--- src/hdl/prbb_pkg.sv ---
`timescale 1ns / 1ps

package prbb_pkg;

    localparam int MODE_W  = 3;
    localparam int FIELD_W = 64;
    localparam int POS_W   = 32;
    localparam int STAT_W  = 2;
    localparam int LIMIT_W = 7;

    localparam logic [LIMIT_W-1:0] LIMIT_RESET = 7'd16;

    localparam logic [MODE_W-1:0] MODE_PUSH = 3'd0;
    localparam logic [MODE_W-1:0] MODE_POP  = 3'd1;
    localparam logic [MODE_W-1:0] MODE_PEEK = 3'd2;
    localparam logic [MODE_W-1:0] MODE_SETR = 3'd3;
    localparam logic [MODE_W-1:0] MODE_SETW = 3'd4;

    localparam logic [STAT_W-1:0] STAT_OK    = 2'd0;
    localparam logic [STAT_W-1:0] STAT_FULL  = 2'd1;
    localparam logic [STAT_W-1:0] STAT_EMPTY = 2'd2;

    typedef struct packed {
        logic load;
        logic exec;
        logic finish;
        logic pop_step;
    } t_cmd;

    typedef struct packed {
        logic pop_go;
        logic need_mod;
        logic mod_done;
        logic pop_last;
    } t_stat;

endpackage

--- src/hdl/prbb_ctrl.sv ---
`timescale 1ns / 1ps

module prbb_ctrl (
    input  logic            i_clk,
    input  logic            i_rst_n,
    input  logic            i_start,
    output logic            o_busy,
    input  prbb_pkg::t_stat i_stat,
    output prbb_pkg::t_cmd  o_cmd
);

    import prbb_pkg::*;

    localparam logic [1:0] ST_IDLE = 2'd0;
    localparam logic [1:0] ST_EXEC = 2'd1;
    localparam logic [1:0] ST_MODW = 2'd2;
    localparam logic [1:0] ST_POP  = 2'd3;

    logic [1:0] r_state;
    logic [1:0] n_state;

    always_comb begin
        n_state = r_state;
        case (r_state)
            ST_IDLE: begin
                if (i_start) begin
                    n_state = ST_EXEC;
                end
            end
            ST_EXEC: begin
                if (i_stat.pop_go) begin
                    n_state = ST_POP;
                end else if (i_stat.need_mod) begin
                    n_state = ST_MODW;
                end else begin
                    n_state = ST_IDLE;
                end
            end
            ST_MODW: begin
                if (i_stat.mod_done) begin
                    n_state = ST_IDLE;
                end
            end
            ST_POP: begin
                if (i_stat.pop_last) begin
                    n_state = ST_IDLE;
                end
            end
            default: begin
                n_state = ST_IDLE;
            end
        endcase
    end

    always_ff @(posedge i_clk) begin
        if (!i_rst_n) begin
            r_state <= ST_IDLE;
        end else begin
            r_state <= n_state;
        end
    end

    assign o_busy         = (r_state != ST_IDLE);
    assign o_cmd.load     = (r_state == ST_IDLE) && i_start;
    assign o_cmd.exec     = (r_state == ST_EXEC);
    assign o_cmd.finish   = (r_state == ST_MODW) && i_stat.mod_done;
    assign o_cmd.pop_step = (r_state == ST_POP);

`ifndef SYNTHESIS
    a_accept_busy: assert property (@(posedge i_clk) disable iff (!i_rst_n)
        (i_start && !o_busy) |=> o_busy)
        else $error("accepted word did not raise busy");

    a_pop_end: assert property (@(posedge i_clk) disable iff (!i_rst_n)
        (r_state == ST_POP && i_stat.pop_last) |=> (r_state == ST_IDLE))
        else $error("batch pop ran past its last entry");
`endif

endmodule

--- config.mk ---
export PLATFORM = sky130hd
export DESIGN_NAME = prbb_ctrl
export DESIGN_NICKNAME = d
export VERILOG_FILES = /design/src/hdl/prbb_pkg.sv /design/src/hdl/prbb_ctrl.sv
export SDC_FILE = /design/constraint.sdc
export NUM_CORES = 1
export LEC_CHECK = 0
export CORE_AREA = 10 10 47 49
export CTS_CLUSTER_SIZE = 40
export DETAILED_ROUTE_END_ITERATION = 6
export DIE_AREA = 0 0 57 59
export DONT_BUFFER_PORTS = 1
export HOLD_SLACK_MARGIN = 0.12
export PLACE_DENSITY_LB_ADDON = 0.25
export SYNTH_ARGS = -nofsm -noshare
export SYNTH_HDL_FRONTEND = slang
export SYNTH_SLANG_ARGS = --single-unit
--- constraint.sdc ---
create_clock -name i_clk -period 1.35 [get_ports i_clk]
set_clock_uncertainty 0.2 [all_clocks]
set_input_delay 0 -clock i_clk [delete_from_list [all_inputs] [get_ports i_clk]]
set_output_delay 0 -clock i_clk [all_outputs]
set_load 0.005 [all_outputs]
==> results.yml <==
setup_path:
  required_ns: 1.26
  slowest_stage: "dfxtp_1"
  r2r_end: "r_state[0]"
  worstSetupStartpointType: "flip-flop"
  cp_data_arrival_time_ns: 1.16
  reg2regPathDepth: 3
  startpoint: "r_state[0]"
  worstSetupPathType: "flip-flop to flip-flop"
  crit_chain: "mux2i_1 -> o21ai_1 -> and2_1"
  r2r_setup_slack_ns: 0.1
  slowest_delay_ns: 0.49
  crit_fanout: 8
  cp-end-kind: "flip-flop"
  r2r_start: "r_state[0]"
layout:
  nets: 35
  largest_reg_flops: 2
  drive_gt1_frac: 0.1154
  fillCellCount: 166
  reg_top3: "r_state: 2 flops"
  syn2layout_area_growth_pct: 62.93
  regMostFlops: "r_state"
  antenna_cells: 0
global_route:
  antenna_found_initial: 0
  track_usage: 0.03619
  grt_max_degree: 9
  grt_pass1_vias: 210
  grt_remaining_overflow: 0
  grt_pass1_wl_microns: 883
detailed_routing:
  drt-initial-drc-count: 0
  num_vias: 162
  wl_microns: 514
  drtPass1Iterations: 1
  ant_nets: 0
  wire_per_inst_microns: 12.24
  drc: 0
  vias_per_cell: 3.857
floorplanning:
  die_h_microns: 59
  dieWidth_microns: 57
  pin_count: 12
  core_area_sq_um: 1401
  row_count: 14
  dieArea_sq_um: 3363
  initial_core_util: 0.1036
synth:
  synth_cell_type_count: 14
  synthAdderAreaFrac: 0
  muxShareOfSynthArea: 0.1379
  synth-simple-area-share: 0.3621
  seq_area_frac_synth: 0.2759
  synth_fp_nets: 25
  synth_compound_area_frac: 0.09483
  syn_area_sq_um: 145.1
  synth_top_family_by_area: "simple AND/OR/NAND/NOR gates"
  synth_area_per_cell_sq_um: 8.063
  synth_warnings: 0
  netlist_instances: 18
  synth_xor_xnor_area_share: 0
  synth-seq-cells: 2
clock_tree:
  ctsResizeCount: 0
  htree_levels: 1
  path_clk_slew_ns: 0.03
  cts_buffers: 3
  post_cts.repair.setup_buffers: 0
  cts.path.max_buffers: 2
  cts_root_buf: "clkbuf_4"
  clk_latency_ns: 0.22
  cts_hold_buf: 6
  cts_tree: "built"
  cts_num_sinks: 2
hold_path:
  hold_class: "primary input to flip-flop"
  worstHoldStart: "i_rst_n"
  hold_depth: 2
  worstHoldEndpoint: "r_state[0]"
timing:
  drv_slew: 0
  hold_violations: 0
  relSlewSlack: 0.7913
  fin_crit_sh: 0.9264
  fin_crit_ns: 1.251
  rsz0062_at_grt: "no"
  worst_slew_pin_slew_ns: 0.3127
  max_freq_ghz: 0.7996
  setup_viol: 0
  setup_ws_ns: 0.09941
  setup_tns_ns: 0
pwr:
  p_leak_nw: 0.09523
  peakVddDrop_v: 0.0002233
  p_per_area_nw_per_um2: 1045
  p_total_mw: 0.2472
placed_design:
  io_buffers: 0
  preCtsSetupSlack_ns: 0.1234
  gp_congestion: 0.6158
run:
  drv_cap: 0
outcome:
  status: "completed"
==> cells in the final DEF (no fill, tap or decap), drive strengths merged <==
master       n
nand3        1
nand2        1
nor2b        1
nand3b       1
clkbuf       3
o21ai        1
dlygate4sd3  6
mux2i        2
nor3b        1
o2111ai      1
dfxtp        2
nor2         1
or2          1
inv          2
and2         2
==> through the flow <==
step	std cells	util	hold slack (ns)	instance area, sq um
after floorplan	18	-	-0.1293	145.1
after global placement	33	0.1098	-0.1178	153.9
after detailed placement	33	0.1098	-0.1213	153.9
after CTS	42	0.1688	0.2880	236.5
after global routing	42	0.1688	0.3200	236.5
final	42	0.1688	0.3123	236.5
==> cells in the mapped netlist, drive strengths merged <==
cell type	n	area (sq um)
buf	1	11.26
nor3b	1	7.510
mux2i	2	20.02
nand3b	1	7.510
inv	2	7.510
and2	2	12.51
nand3	1	5.000
o21ai	1	5.000
o2111ai	1	8.760
nor2	1	3.750
dfxtp	2	40.04
nand2	1	3.750
or2	1	6.260
nor2b	1	6.260
==> worst max path at each step <==
stage / endpoint / slack (ns) / cells past startpoint
final: r_state[0] / 0.1 / 3
after global routing: r_state[0] / 0.003 / 3
after CTS: o_cmd[1] / 0.11 / 2
after detailed placement: r_state[0] / 0.12 / 3
after global placement: r_state[0] / 0.18 / 3
after floorplan: r_state[0] / 0.26 / 4
==> worst max-delay path: cells and delay by family (launching register included) <==
kind	cells	cell delay, ns
flip-flops	1	0.49
multiplexers	1	0.23
AND/OR/NAND/NOR	1	0.15
AO/OA/AOI/OAI	1	0.07
==> metal layers <==
metal  vias to the layer above  part of all wire  GRT usage
met1                        74              0.40    0.03062
met5                         -                 0          0
li1                         76                 -          -
met4                         0                 0    0.04027
met3                         0              0.13    0.02361
met2                        12              0.47    0.05426
==> report_power, final <==
group	internal [mW]	switching, mW
logic	0.0247	0.0173
registers	0.0645	0.0103
clock network	0.0979	0.0325
total	0.187	0.0602
==> kinds of logic (layout without fill, tap and decap cells) <==
group / Yosys count / in the layout
AO/OA/AOI/OAI: 2 / 2
buffers and inverters: 3 / 11
flip-flops: 2 / 2
multiplexers: 2 / 2
AND/OR/NAND/NOR: 9 / 9
==> final cells by class <==
type | count | area, sq um | share of cell area
Sequential cell | 2 | 40.04 | 0.1693
Inverter | 2 | 7.507 | 0.03175
Timing Repair Buffer | 6 | 60.06 | 0.2540
Tap cell | 16 | 20.02 | 0.08466
Multi-Input combinational cell | 13 | 86.33 | 0.3651
Clock buffer | 3 | 22.52 | 0.09524
Power figures use the tool's default switching activity.
